$ cat config.mk
export PLATFORM = sky130hd
export DESIGN_NAME = gtd_queue
export DESIGN_NICKNAME = d
export VERILOG_FILES = /design/src/rtl/core/gtd_pkg.sv /design/src/rtl/core/gtd_queue.sv
export SDC_FILE = /design/constraint.sdc
export NUM_CORES = 1
export LEC_CHECK = 0
export CAP_MARGIN = 20
export CORE_ASPECT_RATIO = 1.75
export CORE_MARGIN = 2
export CORE_UTILIZATION = 50
export DETAILED_ROUTE_END_ITERATION = 12
export DONT_BUFFER_PORTS = 1
export GPL_TIMING_DRIVEN = 0
export MAX_ROUTING_LAYER = met4
export PLACE_DENSITY = 0.8
export SYNTH_ARGS = -nofsm -noshare
export SYNTH_HDL_FRONTEND = slang
export SYNTH_SLANG_ARGS = --single-unit
$ cat constraint.sdc
create_clock -name clk -period 1.7 [get_ports clk]
set_input_delay 0.17 -clock clk [delete_from_list [all_inputs] [get_ports clk]]
set_output_delay 0.17 -clock clk [all_outputs]
set_load 0.02 [all_outputs]
$ cat src/rtl/core/gtd_pkg.sv
package gtd_pkg;

	localparam int MaxBlock   = 4096;
	localparam int NumBins    = 3;
	localparam int MinBlock   = 8;
	localparam int CntW       = 13;
	localparam int StateW     = 48;
	localparam int MagW       = 40;
	localparam int SampleW    = 16;
	localparam int CfgIdxW    = 4;
	localparam int CfgDataW   = 16;
	localparam int RootSteps  = 41;
	localparam int AccW       = 2 * RootSteps;

	localparam logic [CfgIdxW-1:0] REG_BLOCK_SIZE = 4'd0;
	localparam logic [CfgIdxW-1:0] REG_BIN_COUNT  = 4'd1;
	localparam logic [CfgIdxW-1:0] REG_COS_FIRST  = 4'd2;
	localparam logic [CfgIdxW-1:0] REG_SIN_FIRST  = 4'd3;
	localparam logic [CfgIdxW-1:0] REG_COS_SECOND = 4'd4;
	localparam logic [CfgIdxW-1:0] REG_SIN_SECOND = 4'd5;
	localparam logic [CfgIdxW-1:0] REG_COS_THIRD  = 4'd6;
	localparam logic [CfgIdxW-1:0] REG_SIN_THIRD  = 4'd7;

	localparam logic [MagW-1:0] MAG_MAX = {MagW{1'b1}};

	typedef struct packed {
		logic [CntW-1:0]           block_size;
		logic [1:0]                bin_count;
		logic [NumBins-1:0][15:0]  coef_cos;
		logic [NumBins-1:0][14:0]  coef_sin;
	} cfg_t;

	// One queued request: the sample, its block-end mark and whether it
	// still falls within the block limit.
	typedef struct packed {
		logic signed [SampleW-1:0] sample;
		logic                      last;
		logic                      counted;
	} item_t;

	typedef struct packed {
		logic  valid;
		item_t item;
	} queue_head_t;

endpackage

$ cat src/rtl/core/gtd_queue.sv
module gtd_queue import gtd_pkg::*; (
	input  logic        clk,
	input  logic        arst_n,
	input  logic        push_valid,
	output logic        push_ready,
	input  item_t       push_item,
	input  logic        pop,
	output queue_head_t head
);

	item_t      entry_q [2];
	logic       wr_q;
	logic       rd_q;
	logic [1:0] fill_q;
	logic       do_push;
	logic       do_pop;

	assign push_ready = fill_q != 2'd2;
	assign do_push    = push_valid && push_ready;
	assign do_pop     = pop && (fill_q != 2'd0);
	assign head.valid = fill_q != 2'd0;
	assign head.item  = entry_q[rd_q];

	always_ff @(posedge clk) begin
		if (do_push) begin
			entry_q[wr_q] <= push_item;
		end
	end

	always_ff @(posedge clk or negedge arst_n) begin
		if (!arst_n) begin
			wr_q   <= 1'b0;
			rd_q   <= 1'b0;
			fill_q <= '0;
		end else begin
			if (do_push) begin
				wr_q <= ~wr_q;
			end
			if (do_pop) begin
				rd_q <= ~rd_q;
			end
			fill_q <= fill_q + {1'b0, do_push} - {1'b0, do_pop};
		end
	end

endmodule

==> reports/metrics.yaml <==
layout.nets: 126
routed_wirelength_mm: 2.502
start_kind: "flop"
synth_area_sq_um: 1539
tightest_slew_ns: 0.4329
grt_max_degree: 19
syn_area_per_cell_sq_um: 21.08
pin_count: 42
cts_tree: "done"
crit_start: "fill_q[1]"
max_slew_margin_pct: 71.14
routedWlPerCell_um: 19.10
layout-drive-gt1-share_pct: 29.13
hold_viol_final: 0
first_global_vias: 760
critPathCaptureType: "flop"
antenna_found_initial: 0
drtAntennaViolNets: 0
synth-seq-cells: 40
power_leakage_nw: 0.6994
cts_made_buffers: 5
post_dp_cell_area_sq_um: 1579
synth_cells: 73
gr-total-overflow: 0
clk_pin_slew_ns: 0.07
cts_sinks: 40
vias: 713
r2r_start: "fill_q[1]"
dieArea_sq_um: 3555
fp.dieH_um: 77.39
path_class: "reg -> reg"
htree_num_levels: 2
ir_drop_mv: 1.183
yosysWarnings: 0
fin_crit_sh_pct: 100.5
clockBufferDepth: 2
rsz0062_at_grt: "true"
grt_pass1_wl_mm: 3.753
synthesis.nets: 97
grtUsageTotal_pct: 16.70
status: "finished with violations"
hp-class: "in -> reg"
fin_crit_ns: 1.709
fin_skew_ns: 0.006822
cp.required_ns: 1.87
cp.arrival_ns: 1.88
critPathMaxFanout: 3
setup_viol: 1
maxSlewViolCount: 0
final_common_cell: "edfxtp_1"
root_buffer: "clkbuf_8"
clock_latency_ns: 0.29
antennaDiodeCount: 0
gp_congestion: 0.5831
hold_ws_ns: 0.1299
io_buffers: 0
layout_common_cells: "36 x edfxtp_1, 19 x dlygate4sd3_1, 9 x mux2_4, 9 x mux2_1, 5 x clkbuf_8"
start_util_pct: 52.56
final.setup.worst_slack_ns: -0.009205
yosysSeqAreaShare_pct: 76.75
vias_per_cell: 5.443
ys_types: 15
core_area_sq_um: 2928
fmax_ghz: 0.5851
stdcell_area_sq_um: 1929
num_rows: 26
drtPass1Iterations: 3
drtIter0Drc: 19
drc: 0
area_growth_pct: 25.37
violations: "negative setup slack"
maxCapViolations: 0
min-delay-start: "pop"
p_per_area_nw_per_um2: 1721
die_w_um: 45.94
[registers in the layout (all words and copies together) (netlist names)]
register,cells
entry_q,36
fill_q,2
rd_q,1
wr_q,1
[layout make-up]
cell class,count,area [sq um]
well taps,28,35.03
repair buffers,22,225.2
fillers,208,998.5
flip-flops and latches,40,1181
plain buffers,2,22.52
multi-input cells,30,380.4
clock buffers,7,76.32
clock inverters,1,5.005
inverters,1,3.754
[cell usage after synthesis]
cell | instances | area (sq um)
and3_1 | 1 | 6.260
nand2b_1 | 1 | 6.260
ha_1 | 2 | 25.02
dfrtp_1 | 4 | 100.1
and2_4 | 1 | 8.760
or2_1 | 1 | 6.260
edfxtp_1 | 36 | 1081
inv_1 | 1 | 3.750
nor2_1 | 1 | 3.750
mux2_1 | 9 | 101.4
xnor2_1 | 3 | 26.28
mux2_4 | 9 | 135.1
buf_6 | 2 | 22.52
xor2_1 | 1 | 8.760
nand2_1 | 1 | 3.750
[report_power, final]
group / switching [mW] / internal, mW / total [mW]
logic: 0.744 / 0.557 / 1.30
clock network: 0.290 / 0.287 / 0.578
registers: 0.0843 / 1.36 / 1.44
[critical path, stage by stage (launching register included)]
cell and delay, ns:
dfrtp_1 0.41, or2_4 0.30, and2_4 0.16, ha_4 0.26, inv_2 0.04, ha_4 0.16, xnor2_2 0.14, xnor2_1 0.13
[repair_timing]
action / 4_1_cts / 5_1_grt
hold buffers: 19 / 0
gates resized for setup: 8 / 1
pin swaps: 7 / 2
buffers inserted: 3 / 0
setup endpoints to repair: 37 / 1
hold endpoints to repair: 40 / 0
[cells by family (layout without fill, tap and decap cells)]
family                     Yosys count  count (layout)  synth area share, %
xor gates and xnor gates             4               4                2.277
adders and majority gates            2               2                1.626
buffers and inverters                3              33                1.707
DFF                                 40              40                76.75
muxes                               18              18                15.37
and+or+nand+nor                      6               6                2.277
[stage by stage]
step / setup TNS, ns / setup WS [ns] / cells / util, % / total power [mW]
4_1_cts: 0 / 0.0009990 / 131 / 65.81 / 3.340
6_report: -0.009205 / -0.009205 / 131 / 65.90 / 3.320
5_1_grt: -0.04226 / -0.04226 / 131 / 65.90 / 3.479
2_1_floorplan: 0 / 0.03441 / 73 / - / 2.380
3_3_place_gp: -4.532 / -0.1887 / 101 / 53.93 / 2.497
3_5_place_dp: -7.638 / -0.2763 / 101 / 53.93 / 2.551
[layer usage]
metal,global-route usage [%],part of all wire [%],vias up,wire [um]
met3,5.116,4.3,6,108
met5,-,0,-,0
met2,27.92,58,24,1447
met4,9.429,3.0,0,74
li1,-,-,334,-
met1,15.79,35,349,871
[path summary, 6_finish.rpt]
kind | to | slack (ns) | cells after the start
min in group asynchronous | fill_q[0] | 0.16 | 1
min | rd_q | 0.13 | 2
max | fill_q[1] | -0.009 | 7
max in group asynchronous | wr_q | 1.37 | 1
max reg2reg | fill_q[1] | -0.009 | 7
min reg2reg | wr_q | 0.61 | 1
Note: power is estimated with default switching activity, not from simulation.
