**src/rtl/core/gtd_pkg.sv**
```systemverilog
package gtd_pkg;

	localparam int MaxBlock   = 4096;
	localparam int NumBins    = 3;
	localparam int MinBlock   = 8;
	localparam int CntW       = 13;
	localparam int StateW     = 48;
	localparam int MagW       = 40;
	localparam int SampleW    = 16;
	localparam int CfgIdxW    = 4;
	localparam int CfgDataW   = 16;
	localparam int RootSteps  = 41;
	localparam int AccW       = 2 * RootSteps;

	localparam logic [CfgIdxW-1:0] REG_BLOCK_SIZE = 4'd0;
	localparam logic [CfgIdxW-1:0] REG_BIN_COUNT  = 4'd1;
	localparam logic [CfgIdxW-1:0] REG_COS_FIRST  = 4'd2;
	localparam logic [CfgIdxW-1:0] REG_SIN_FIRST  = 4'd3;
	localparam logic [CfgIdxW-1:0] REG_COS_SECOND = 4'd4;
	localparam logic [CfgIdxW-1:0] REG_SIN_SECOND = 4'd5;
	localparam logic [CfgIdxW-1:0] REG_COS_THIRD  = 4'd6;
	localparam logic [CfgIdxW-1:0] REG_SIN_THIRD  = 4'd7;

	localparam logic [MagW-1:0] MAG_MAX = {MagW{1'b1}};

	typedef struct packed {
		logic [CntW-1:0]           block_size;
		logic [1:0]                bin_count;
		logic [NumBins-1:0][15:0]  coef_cos;
		logic [NumBins-1:0][14:0]  coef_sin;
	} cfg_t;

	// One queued request: the sample, its block-end mark and whether it
	// still falls within the block limit.
	typedef struct packed {
		logic signed [SampleW-1:0] sample;
		logic                      last;
		logic                      counted;
	} item_t;

	typedef struct packed {
		logic  valid;
		item_t item;
	} queue_head_t;

endpackage

```
**src/rtl/core/gtd_front.sv**
```systemverilog
module gtd_front import gtd_pkg::*; (
	input  logic                      clk,
	input  logic                      arst_n,
	input  logic                      in_valid,
	output logic                      in_ready,
	input  logic signed [SampleW-1:0] sample,
	input  logic                      end_of_block,
	input  logic [CntW-1:0]           block_size,
	input  logic                      push_ready,
	output logic                      push_valid,
	output item_t                     push_item
);

	logic [CntW-1:0] count_q;
	logic [CntW-1:0] limit;
	logic            accept;

	always_comb begin
		if (block_size < CntW'(MinBlock)) begin
			limit = CntW'(MinBlock);
		end else if (block_size > CntW'(MaxBlock)) begin
			limit = CntW'(MaxBlock);
		end else begin
			limit = block_size;
		end
	end

	assign in_ready          = push_ready;
	assign push_valid        = in_valid;
	assign accept            = in_valid && push_ready;
	assign push_item.sample  = sample;
	assign push_item.last    = end_of_block;
	assign push_item.counted = count_q < limit;

	// The count restarts with the request that follows a block end.
	always_ff @(posedge clk or negedge arst_n) begin
		if (!arst_n) begin
			count_q <= '0;
		end else if (accept) begin
			if (end_of_block) begin
				count_q <= '0;
			end else if (count_q < limit) begin
				count_q <= count_q + 1'b1;
			end
		end
	end

endmodule

```
**config.mk**
```make
export PLATFORM = sky130hd
export DESIGN_NAME = gtd_front
export DESIGN_NICKNAME = d
export VERILOG_FILES = /design/src/rtl/core/gtd_pkg.sv /design/src/rtl/core/gtd_front.sv
export SDC_FILE = /design/constraint.sdc
export NUM_CORES = 1
export LEC_CHECK = 0
export BUFFER_PORTS_ARGS = -buffer_cell sky130_fd_sc_hd__clkbuf_2
export CAP_MARGIN = 20
export CORE_AREA = 2 2 60 62
export DETAILED_ROUTE_END_ITERATION = 6
export DIE_AREA = 0 0 62 64
export PLACE_DENSITY = 0.67
export SETUP_SLACK_MARGIN = 0.1
export SYNTH_ARGS = -nofsm -noshare
export SYNTH_HDL_FRONTEND = slang
export SYNTH_SLANG_ARGS = --single-unit
```
**constraint.sdc**
```tcl
create_clock -name clk -period 4.7 [get_ports clk]
set_input_delay 0 -clock clk [delete_from_list [all_inputs] [get_ports clk]]
set_output_delay 0 -clock clk [all_outputs]
set_load 0.005 [all_outputs]
```
==> summary.txt <==
run status -> completed
setup repair after global routing missed its margin -> no
most used flip-flop cell after synthesis -> sky130_fd_sc_hd__dfrtp_1
cell area after synthesis -> 1379 um2
setup slack after placement -> 1556 ps
most frequently used cell type in the post-synthesis netlist -> sky130_fd_sc_hd__nand2_1
Antenna diodes -> 0
number of global-route vias before repair -> 1134
largest family of logic cells by synthesized area -> simple AND/OR/NAND/NOR gates
most flop-heavy register -> count_q
setup slack, reg-to-reg -> 2150 ps
worst clock skew -> 3.303 ps
root buf cell -> sky130_fd_sc_hd__clkbuf_4
synthesized area per cell -> 8.306 um2
arrival time of the worst setup path -> 3020 ps
number of detailed-route iterations in the first pass -> 4
Final ANT Viol Nets -> 0
fraction of layout cells with a size suffix above 1 -> 20.36%
H-tree depth -> 1
leakage power summed over all cells -> 0.7086 nW
largest net degree at the start of global routing -> 24
# rows -> 21
maximum clock rate -> 351.7 MHz
number of flip-flops in the largest register -> 13
worst-case setup margin in the final layout -> 1856 ps
synth unique cells -> 40
placed wire-length estimate after detailed placement -> 2333 um
vias per std cell -> 5.728
crit path capture type -> flip-flop
post-route clock period utilization -> 60.50%
clock buffer count from CTS -> 3
Commonest cells post-synth -> sky130_fd_sc_hd__nand2_1, sky130_fd_sc_hd__buf_4, sky130_fd_sc_hd__dfrtp_1, sky130_fd_sc_hd__ha_1, sky130_fd_sc_hd__inv_1
total of cells resized after clock tree synthesis -> 0
top post-synthesis cells by area -> sky130_fd_sc_hd__dfrtp_1, sky130_fd_sc_hd__ha_1, sky130_fd_sc_hd__buf_4
startpoint-to-endpoint class of the critical path -> in2reg
worst path required time -> 4870 ps
Synth Area in Adders -> 11.80%
total congestion overflow after global routing -> 0
leading area contributor after synthesis -> sky130_fd_sc_hd__dfrtp_1
number of buffers added for setup after CTS -> 0
number of max-slew violations in the final report -> 0
share of the synthesized area in the top cell type -> 23.59%
count of unresolved DRC violations after routing -> 0
via count of the routed design -> 1220
Compound-Gate Fraction of Synth Area -> 19.15%
post-DR wirelength/cell -> 14.18 um
vertical extent of the die -> 64 um
Skew-Pair Late Insertion Delay -> 280 ps
Critical Path Fanout Max -> 23
number of design-rule violations left by the first detailed-router iteration -> 69
xor/xnor cell area share of the yosys netlist -> 0%
Buffers on Ports -> 21
count of state elements after synthesis -> 13
CTS tree -> done
number of nets in the final layout -> 215
async set or reset register ratio after synthesis -> 100.0%
Routability Congestion -> 0.7657
Die X-Extent -> 62 um
# IOs -> 54
number of maximum-capacitance violations -> 0
area of the core -> 3284 um2
Max rail drop VDD -> 141.5 uV
largest registers -> count_q: 13 flops
# setup viols final -> 0
Max Buffers Root-to-Sink -> 2
fill cell total of the finished layout -> 327
Post-synth EDFFs -> 0
initial antenna violation count -> 0
die outline area -> 3968 um2
area of the multi-input gates -> 805.8 um2
final critical delay including setup and external delays -> 2844 ps
starting density of the core -> 41.98%
number of hold-slack violations in the final timing report -> 0
clock slew at the register clock pins of the worst setup and hold paths -> 80 ps
register area share after synthesis -> 23.59%
Register Area -> 325.3 um2
class of the tightest hold or removal check -> in2out
crit path launch type -> input pin
layout overhead on the synthesized area -> -0.0001451%
overall fraction of global-route tracks in use -> 16.18%
instance count of the mapped netlist -> 166
total clock sinks -> 13
PD cells -> 259.2 nW/um2
total length of routed wires -> 3020 um
global-route wire length before repair -> 4892 um
mux cell area share after synthesis -> 0.8167%
synthesis warning total -> 0
slew at the pin closest to its max-slew limit -> 493.0 ps
worst rel slew slack -> 66.70%
summed negative setup slack over all endpoints -> 0 ps
number of nets in the synthesized netlist -> 213
area share of and/or/nand/nor cells after synthesis -> 26.68%
[power breakdown]
part	switching, mW	internal, mW
combinational	0.0719	0.0571
sequential	0.0280	0.129
clock	0.0384	0.0330
[metrics by stage]
step | cells | util (%) | hold slack, ps | total power [mW] | area (um2)
after floorplan | 166 | - | -295.6 | 0.2632 | 1379
after global placement | 208 | 40.88 | -85.97 | 0.2771 | 1343
after detailed placement | 208 | 40.88 | -81.17 | 0.2866 | 1343
after CTS | 213 | 41.98 | 0.03806 | 0.3588 | 1379
after global routing | 213 | 41.98 | 0.007986 | 0.3910 | 1379
final | 213 | 41.98 | 0.001646 | 0.3573 | 1379
[final cells by class]
type | count | area share, %
multi-input combinational | 116 | 58.44
inverter | 11 | 2.995
timing repair buffer | 23 | 8.893
tap | 46 | 4.174
sequential | 13 | 23.59
clock buffer | 4 | 1.906
[layout by cell type (no fill, tap or decap), drive strengths merged]
cell / instances
a21o: 3
o21bai: 1
a31oi: 2
o21ai: 1
and3: 7
ha: 13
nand3: 7
a21oi: 5
or3: 1
nand2b: 3
dfrtp: 13
mux2: 1
nor2: 10
nor4: 1
nor3: 5
dlygate4sd3: 1
a211o: 3
a221o: 3
a41oi: 3
clkbuf: 25
buf: 1
o41ai: 1
and4: 4
and2: 2
a311oi: 3
nand4: 7
a22o: 1
a41o: 1
a311o: 4
a32oi: 1
or2: 1
inv: 11
nand2: 22
[worst max-delay path: stages]
cell and delay, ps:
sky130_fd_sc_hd__clkbuf_2 90, sky130_fd_sc_hd__nor3_1 250, sky130_fd_sc_hd__nand4_1 170, sky130_fd_sc_hd__o41ai_1 450, sky130_fd_sc_hd__nand2_1 120, sky130_fd_sc_hd__ha_1 310, sky130_fd_sc_hd__nand4_1 100, sky130_fd_sc_hd__or3_4 410
sky130_fd_sc_hd__a311oi_2 310, sky130_fd_sc_hd__nor3_2 90, sky130_fd_sc_hd__buf_4 220, sky130_fd_sc_hd__and4_2 230, sky130_fd_sc_hd__a221o_1 280
[what timing repair did]
item,4_1_cts,5_1_grt
setup endpoints to repair,0,0
endpoints found under the hold margin,13,0
hold buffers,1,0
[worst paths after layout]
kind                                 endpoint          start  cells after the start
worst max-delay path              count_q[11]  block_size[3]                     13
worst min-delay path            push_item[11]      sample[9]                      0
worst max register to register    count_q[11]    count_q[11]                      8
worst min register to register     count_q[1]     count_q[1]                      1
max in group asynchronous          count_q[2]         arst_n                      2
min in group asynchronous          count_q[8]         arst_n                      2
[cell families after synthesis]
logic type / Yosys count
AND/OR/NAND/NOR: 70
adder cells (fa/ha/maj): 13
flip-flops: 13
multiplexers: 1
buffers and inverters: 37
AO/OA/AOI/OAI: 32
[metal layers]
metal / global-route usage [%] / share of wire [%] / wire, um / vias up
met5: 0 / 0 / 0 / -
met4: 6.117 / 0.76 / 23 / 0
met3: 2.227 / 5.6 / 170 / 6
met2: 24.61 / 45 / 1361 / 46
met1: 22.74 / 49 / 1465 / 569
li1: - / - / - / 599
(Power assumes the default switching activity.)
